[src/design/thp_pkg.sv]
// Shared constants, tables and types of the trapezoidal heading profile block.
`timescale 1ns / 1ps
package thp_pkg;

  // Sample rate and CORDIC depth
  localparam int SAMPLE_RATE_HZ = 250;
  localparam int CORDIC_STEPS   = 16;
  localparam int CORDIC_ITERS   = (CORDIC_STEPS < 24) ? CORDIC_STEPS : 24;

  // Q16.16 angle constants
  localparam int Q_PI         = 205887;
  localparam int Q_TWO_PI     = 411775;
  localparam int Q_HALF_PI    = 102944;
  localparam int ARRIVE_ANGLE = 655;
  localparam int ARRIVE_SPEED = 66;

  // CORDIC vector width and normalization threshold
  localparam int CW = 45;
  localparam logic [CW-1:0] NORM_LIMIT = CW'(64'd1 << 40);

  // Modulo reduction: bias to make the sum non-negative, then binary subtract steps
  localparam int MW = 35;
  localparam int MOD_STEPS = 15;
  localparam longint MOD_OFFSET = longint'(10431) * Q_TWO_PI + Q_PI;

  // Divide by the sample rate as a reciprocal multiply, exact for 32-bit operands
  localparam int DIV_W = 32;
  localparam int DIV_SHIFT = DIV_W + $clog2(SAMPLE_RATE_HZ);
  localparam logic [DIV_W:0] DIV_MAGIC =
    (DIV_W+1)'(((64'd1 << DIV_SHIFT) + 64'(SAMPLE_RATE_HZ) - 64'd1) / 64'(SAMPLE_RATE_HZ));

  // Sequencer count width
  localparam int CNT_W = 5;

  // Configuration register indexes
  localparam logic [1:0] CFG_MAX_SPEED = 2'd0;
  localparam logic [1:0] CFG_ACCEL     = 2'd1;
  localparam logic [1:0] CFG_GHOST_X   = 2'd2;
  localparam logic [1:0] CFG_GHOST_Y   = 2'd3;

  // Rounded arctangent of 2^-i in Q16.16
  function automatic logic [15:0] atan_entry(input logic [CNT_W-1:0] i);
    logic [15:0] v;
    unique case (i)
      5'd0:    v = 16'd51472;
      5'd1:    v = 16'd30386;
      5'd2:    v = 16'd16055;
      5'd3:    v = 16'd8150;
      5'd4:    v = 16'd4091;
      5'd5:    v = 16'd2047;
      5'd6:    v = 16'd1024;
      5'd7:    v = 16'd512;
      5'd8:    v = 16'd256;
      5'd9:    v = 16'd128;
      5'd10:   v = 16'd64;
      5'd11:   v = 16'd32;
      5'd12:   v = 16'd16;
      5'd13:   v = 16'd8;
      5'd14:   v = 16'd4;
      5'd15:   v = 16'd2;
      5'd16:   v = 16'd1;
      default: v = 16'd0;
    endcase
    return v;
  endfunction

  typedef enum logic [3:0] {
    ST_IDLE, ST_DIFF, ST_NORM, ST_CORDIC, ST_WRAP, ST_MOD, ST_ANGLE,
    ST_SIMPLE, ST_DIV, ST_MUL, ST_UPD, ST_DONE
  } state_t;

  typedef enum logic [3:0] {
    OP_NONE, OP_LOAD, OP_DIFF, OP_ZERO, OP_DOUBLE, OP_PREROT, OP_CORDIC,
    OP_WRAP, OP_MOD, OP_ANGLE, OP_SIMPLE, OP_DIV, OP_MUL, OP_UPDATE, OP_PUBLISH
  } op_t;

  typedef struct packed {
    op_t             op;
    logic [CNT_W-1:0] step;
  } thp_cmd_t;

  typedef struct packed {
    logic xy_zero;
    logic norm_done;
    logic start_kind;
    logic rotating;
  } thp_status_t;

endpackage

[src/design/thp_ctrl.sv]
// Sequencer that steps the datapath through bearing and wrap, then divide and update or the simple path.
`timescale 1ns / 1ps
module thp_ctrl (
  input  logic                clk,
  input  logic                rst,
  input  logic                in_valid,
  output logic                in_ready,
  output logic                out_valid,
  input  logic                out_ready,
  input  thp_pkg::thp_status_t status,
  output thp_pkg::thp_cmd_t    cmd
);
  import thp_pkg::*;

  state_t           state, state_next;
  logic [CNT_W-1:0] cnt, cnt_next;
  logic             publish;

  // State, count and result valid registers
  always_ff @(posedge clk) begin
    if (rst) begin
      state     <= ST_IDLE;
      cnt       <= '0;
      out_valid <= 1'b0;
    end else begin
      state <= state_next;
      cnt   <= cnt_next;
      if (publish) begin
        out_valid <= 1'b1;
      end else if (out_ready) begin
        out_valid <= 1'b0;
      end
    end
  end

  // Next state and datapath command
  always_comb begin
    state_next = state;
    cnt_next   = cnt;
    cmd.op     = OP_NONE;
    cmd.step   = cnt;
    in_ready   = 1'b0;
    publish    = 1'b0;
    unique case (state)
      ST_IDLE: begin
        in_ready = 1'b1;
        if (in_valid) begin
          cmd.op     = OP_LOAD;
          state_next = ST_DIFF;
        end
      end
      ST_DIFF: begin
        cmd.op     = OP_DIFF;
        state_next = ST_NORM;
      end
      ST_NORM: begin
        priority if (status.xy_zero) begin
          cmd.op     = OP_ZERO;
          state_next = ST_WRAP;
        end else if (status.norm_done) begin
          cmd.op     = OP_PREROT;
          cnt_next   = '0;
          state_next = ST_CORDIC;
        end else begin
          cmd.op = OP_DOUBLE;
        end
      end
      ST_CORDIC: begin
        cmd.op = OP_CORDIC;
        if (cnt == CNT_W'(CORDIC_ITERS - 1)) begin
          state_next = ST_WRAP;
        end else begin
          cnt_next = cnt + 1'b1;
        end
      end
      ST_WRAP: begin
        cmd.op     = OP_WRAP;
        cnt_next   = CNT_W'(MOD_STEPS - 1);
        state_next = ST_MOD;
      end
      ST_MOD: begin
        cmd.op = OP_MOD;
        if (cnt == '0) begin
          state_next = ST_ANGLE;
        end else begin
          cnt_next = cnt - 1'b1;
        end
      end
      ST_ANGLE: begin
        cmd.op   = OP_ANGLE;
        cnt_next = '0;
        if (status.start_kind || !status.rotating) begin
          state_next = ST_SIMPLE;
        end else begin
          state_next = ST_DIV;
        end
      end
      ST_SIMPLE: begin
        cmd.op     = OP_SIMPLE;
        state_next = ST_DONE;
      end
      ST_DIV: begin
        cmd.op     = OP_DIV;
        state_next = ST_MUL;
      end
      ST_MUL: begin
        cmd.op     = OP_MUL;
        state_next = ST_UPD;
      end
      ST_UPD: begin
        cmd.op     = OP_UPDATE;
        state_next = ST_DONE;
      end
      ST_DONE: begin
        if (!out_valid || out_ready) begin
          cmd.op     = OP_PUBLISH;
          publish    = 1'b1;
          state_next = ST_IDLE;
        end
      end
      default: begin
        state_next = ST_IDLE;
      end
    endcase
  end

endmodule

[config.mk]
export PLATFORM = sky130hd
export DESIGN_NAME = thp_ctrl
export DESIGN_NICKNAME = d
export VERILOG_FILES = /design/src/design/thp_pkg.sv /design/src/design/thp_ctrl.sv
export SDC_FILE = /design/constraint.sdc
export NUM_CORES = 1
export LEC_CHECK = 0
export CAP_MARGIN = 20
export CORE_MARGIN = 4
export CORE_UTILIZATION = 60
export DETAILED_ROUTE_END_ITERATION = 10
export DONT_BUFFER_PORTS = 1
export PLACE_DENSITY = 0.85
export SYNTH_ARGS = -nofsm -noshare
export SYNTH_HDL_FRONTEND = slang
export SYNTH_SLANG_ARGS = --single-unit
[constraint.sdc]
create_clock -name clk -period 2.45 [get_ports clk]
set_input_delay 0.6125 -clock clk [delete_from_list [all_inputs] [get_ports clk]]
set_output_delay 0.6125 -clock clk [all_outputs]
set_load 0.01 [all_outputs]
[Yosys cells after proc, flatten, opt, wreduce, memory -nomap -nowiden]
Index checks and enable logic that the tools add are counted.
Word-level totals
  output and inout bits: 11
  register bits after elaboration: 10
  word-level logic and storage cells: 60
  input port bits: 8
Cells by class
  muxes and demuxes: 23
  $add $sub $neg: 2
  equal/unequal tests: 21
  reduce and logical (&&, ||, !) cells: 11
Operator list (count)
  one-hot mux 4 bit (12 select lines): 1
  one-hot mux 4 bit (11 select lines): 1
  2-to-1 mux 4 bit: 8
  one-hot mux 5 bit (5 select lines): 1
  2-to-1 mux 5 bit: 4
  == test 4 x 3 -> 1 bit (second input constant): 4
  == test 4 bit (second input constant): 4
  != test 2 bit (second input constant): 8
  AND reduction 5 bit: 2
  == test 4 x 2 -> 1 bit (second input constant): 2
  2-to-1 mux 1 bit: 7
  adder 5 x 1 -> 5 bit (second input constant): 1
  == test 5 x 4 -> 1 bit (second input constant): 1
  logical NOT 5 bit: 1
  nonzero test 5 bit: 1
  subtractor 5 x 1 -> 5 bit (second input constant): 1
  == test 4 x 1 -> 1 bit (second input constant): 1
  logical NOT 4 bit: 1
  2-to-1 mux 3 bit: 1
  != test 3 bit (second input constant): 1
  logical NOT 1 bit: 2
  logical OR 1 bit: 2
  nonzero test 2 bit: 1
  OR reduction 2 bit: 1

[Logic depth before layout (Yosys ltp)]
  depth in word-level cells: 5
  mapped depth: 10
  depth with buffers taken out: 8

[Least setup slack after synthesis]
OpenSTA, ideal clock, no wires.
  kind: register to register
  start: register state[3]
  end: register cnt[4]
  cell stages (with the launch flop): 11
  setup slack: 0.180 ns
  period minus slack after synthesis: 2.270 ns
  library setup time: 0.086 ns
  buffers on the path: 2
  data required time: 2.364 ns
  arrival: 2.183 ns
  path through: dfxtp_1 buf_6 and4bb_4 buf_4 xor2_1 ha_1 or2_1 a211oi_2 o21a_1 o211ai_1 a221oi_2
Between the ends
  longest elaborated chain between the ends: 3
  elaborated cells on any way between the ends: 12
  those cells by class: eq/ne (9); mux (1); reduce/logical (2)
RTL lines
  start: declaration: line thp_ctrl.sv:15  | state_t state, state_next;
  start signal: assignment: line thp_ctrl.sv:26  | state <= state_next;
  == test 4 x 3 -> 1 bit / == test 4 x 2 -> 1 bit (equally long branches): line thp_ctrl.sv:44  | unique case (state)
  nonzero test 5 bit (no source line) / != test 2 bit (equally long branches)
  AND reduction 5 bit (no source line)
  end signal: assignment: line thp_ctrl.sv:27  | cnt <= cnt_next;
  end: declaration: line thp_ctrl.sv:16  | logic [CNT_W-1:0] cnt, cnt_next;
Parallel ways exist; a longest one is shown, timed or not.
A chain may end at the register's enable or synchronous reset.

==> out/results.ini <==
[placement]
post-dp-hpwl_um=1730
port_buffers=0
gp_congestion=0.937
dpl-instance-area_um2=1010

[floorplanning]
die_y_um=49.0
io_pins=19
row_count=14
die_x_um=49.0
initial_core_util=0.654
coreArea_um2=1540
dieArea_um2=2400

[clock_network]
htreeDepth=1
cts_resized=0
clock_path_buffers=2
numCtsBuffers=3
cts_root_buffer=clkbuf_4
clkLatencyLatePin_ps=270
clkTransAtPathRegs_ps=70
numClockSinks=10
postCtsHoldBufs=0
cts_setup_buffers=0
cts_tree=yes

[synth]
synth_top_area_frac=0.199
synth_cell_types=50
synth_mux_area_frac=0.0298
ys_ff_latch=10
synth-compound-area-share=0.373
yosys_warnings=0
synth_fa_ha_area_frac=0.0248
avgSynthCellArea_um2=7.42
netlist_instances=136
post-synth-top-count-cell=a21oi_1
synth-xor-area-share=0.00868
synthTopCellsByCount=a21oi_1 (13), nand2_1 (11), nor2_1 (11), dfxtp_1 (10), o21ai_0 (9)
synth-edff-count=0
synth_area_um2=1010
synth_top_cell_by_area=dfxtp_1
ys_seq_area_frac=0.199
syn_nets=146
synth_flop_cell=dfxtp_1
synth_area_leaders=dfxtp_1 (20%), a21oi_1 (6.5%), o21ai_0 (4.5%)
synth_top_family_by_area=compound AO/OA/AOI/OAI gates
async_flop_share=0
synth_simple_gate_area_frac=0.294

[finish]
nets=145
fillers=133
diodes=0
area_growth_pct=3.35
stdcell_area_um2=1040
drive_gt1_frac=0.149

[timing]
rsz0062_at_grt=no
clock.fmax_mhz=455
slew_viol_final=0
worst_pin_slew_ps=552
slew_headroom=0.629
setup_viol=0
min_period_over_period=0.898
tns_ps=0
hold_violations=0
period_needed_ps=2200
clock_skew_ps=2.73

[worst_setup_path]
startpoint_type=flop
crit_fanout=15
worstSetupPathType=reg2out
worst-r2r-cell-count=8
regToRegSetupSlack_ps=320
r2r_end=cnt[4]$_SDFFE_PP0P_
worstSetupEndpoint=cmd[7]
reg2reg_from=state[1]$_SDFFE_PP0P_
cp_data_arrival_time_ps=1590
critPathRequiredTime_ps=1840
worstSetupEndpointType=output pin
cp-startpoint=state[1]$_SDFFE_PP0P_

[pwr]
ir_drop_uv=293
power_density_nw_per_um2=416
p_leak_uw=0.000367

[global_routing]
antenna_found_initial=0
grt_pass1_wl_um=3980
grt_max_degree=21
global_route.usage.total=0.205
grt-ovfl-total=0
grt_pass1_vias=883

[detailed_routing]
viasPerCell=6.83
route.detailed.drc=0
wire_per_inst_um=16.3
routed_wirelength_um=2440
antenna_left=0
firstDrtPassIters=4
dr_total_vias=1025
drt_iter0_markers=34

[worst_hold_path]
min_path_cells=1
min_path_type=in2reg

[status]
status=complete, no violations

[run]
maxCapViolCount=0

-- registers in the layout (all words and copies together), names as in the netlist --
register	count
state	4
out_valid	1
cnt	5
-- worst min path at each step --
stage                              to                   start
2_1_floorplan  out_valid$_SDFFE_PP0P_  out_valid$_SDFFE_PP0P_
3_3_place_gp   out_valid$_SDFFE_PP0P_  out_valid$_SDFFE_PP0P_
3_5_place_dp   out_valid$_SDFFE_PP0P_  out_valid$_SDFFE_PP0P_
4_1_cts           cnt[4]$_SDFFE_PP0P_                     rst
5_1_grt           cnt[4]$_SDFFE_PP0P_                     rst
6_report          cnt[4]$_SDFFE_PP0P_                     rst
-- worst max-delay path: stages (launching register included) --
cell and delay (ps):
dfxtp_1 330, buf_4 200, inv_1 120, nor2_1 180, o21ai_0 100, o31a_1 110
o22ai_1 260
-- power by group --
group,total (µW),switching [µW],internal (µW)
Clock,153,62.7,90.5
Sequential,178,9.33,169
Combinational,102,62.4,39.8
Total,434,134,299
-- cells in the final DEF, fill, tap and decap left out, types with 4 or more instances in the layout --
cell / count
a21oi_1: 13
nor2_1: 11
nand2_1: 11
dfxtp_1: 10
o21ai_0: 9
nor3_1: 6
nor2b_1: 6
buf_4: 5
o211ai_1: 4
-- cell type report --
type / count / area, µm² / share of cell area
Clock buffer: 4 / 36.3 / 0.0348
Sequential cell: 10 / 200 / 0.192
Inverter: 3 / 11.3 / 0.0108
Timing Repair Buffer: 5 / 37.5 / 0.0360
Tap cell: 16 / 20.0 / 0.0192
Multi-Input combinational cell: 112 / 737 / 0.707
-- stage by stage --
stage | std cells | hold slack, ps | worst slack [ps] | power [µW] | util
after floorplan | 136 | 562 | 180 | 269 | -
after global placement | 146 | 597 | 395 | 279 | 0.653
after detailed placement | 146 | 594 | 345 | 283 | 0.653
after CTS | 150 | 386 | 272 | 437 | 0.676
after global routing | 150 | 377 | 113 | 462 | 0.676
final | 150 | 394 | 251 | 434 | 0.676
-- metal layers --
layer	share of wire	wire [µm]	GRT usage	vias up
met5	0	0	0	-
met3	0.085	208	0.0765	3
met1	0.43	1050	0.280	469
li1	-	-	-	504
met4	0.0053	13	0.0538	0
met2	0.48	1160	0.300	49
-- cell families (layout without fill, tap and decap cells) --
| kind of cell | count (synthesis) | after routing |
|---|---|---|
| buf+inv | 14 | 12 |
| simple gates | 53 | 53 |
| flops | 10 | 10 |
| mux | 3 | 3 |
| xor+xnor | 1 | 1 |
| fa+ha+maj | 2 | 2 |
| compound gates | 53 | 53 |
(Power assumes the default switching activity.)
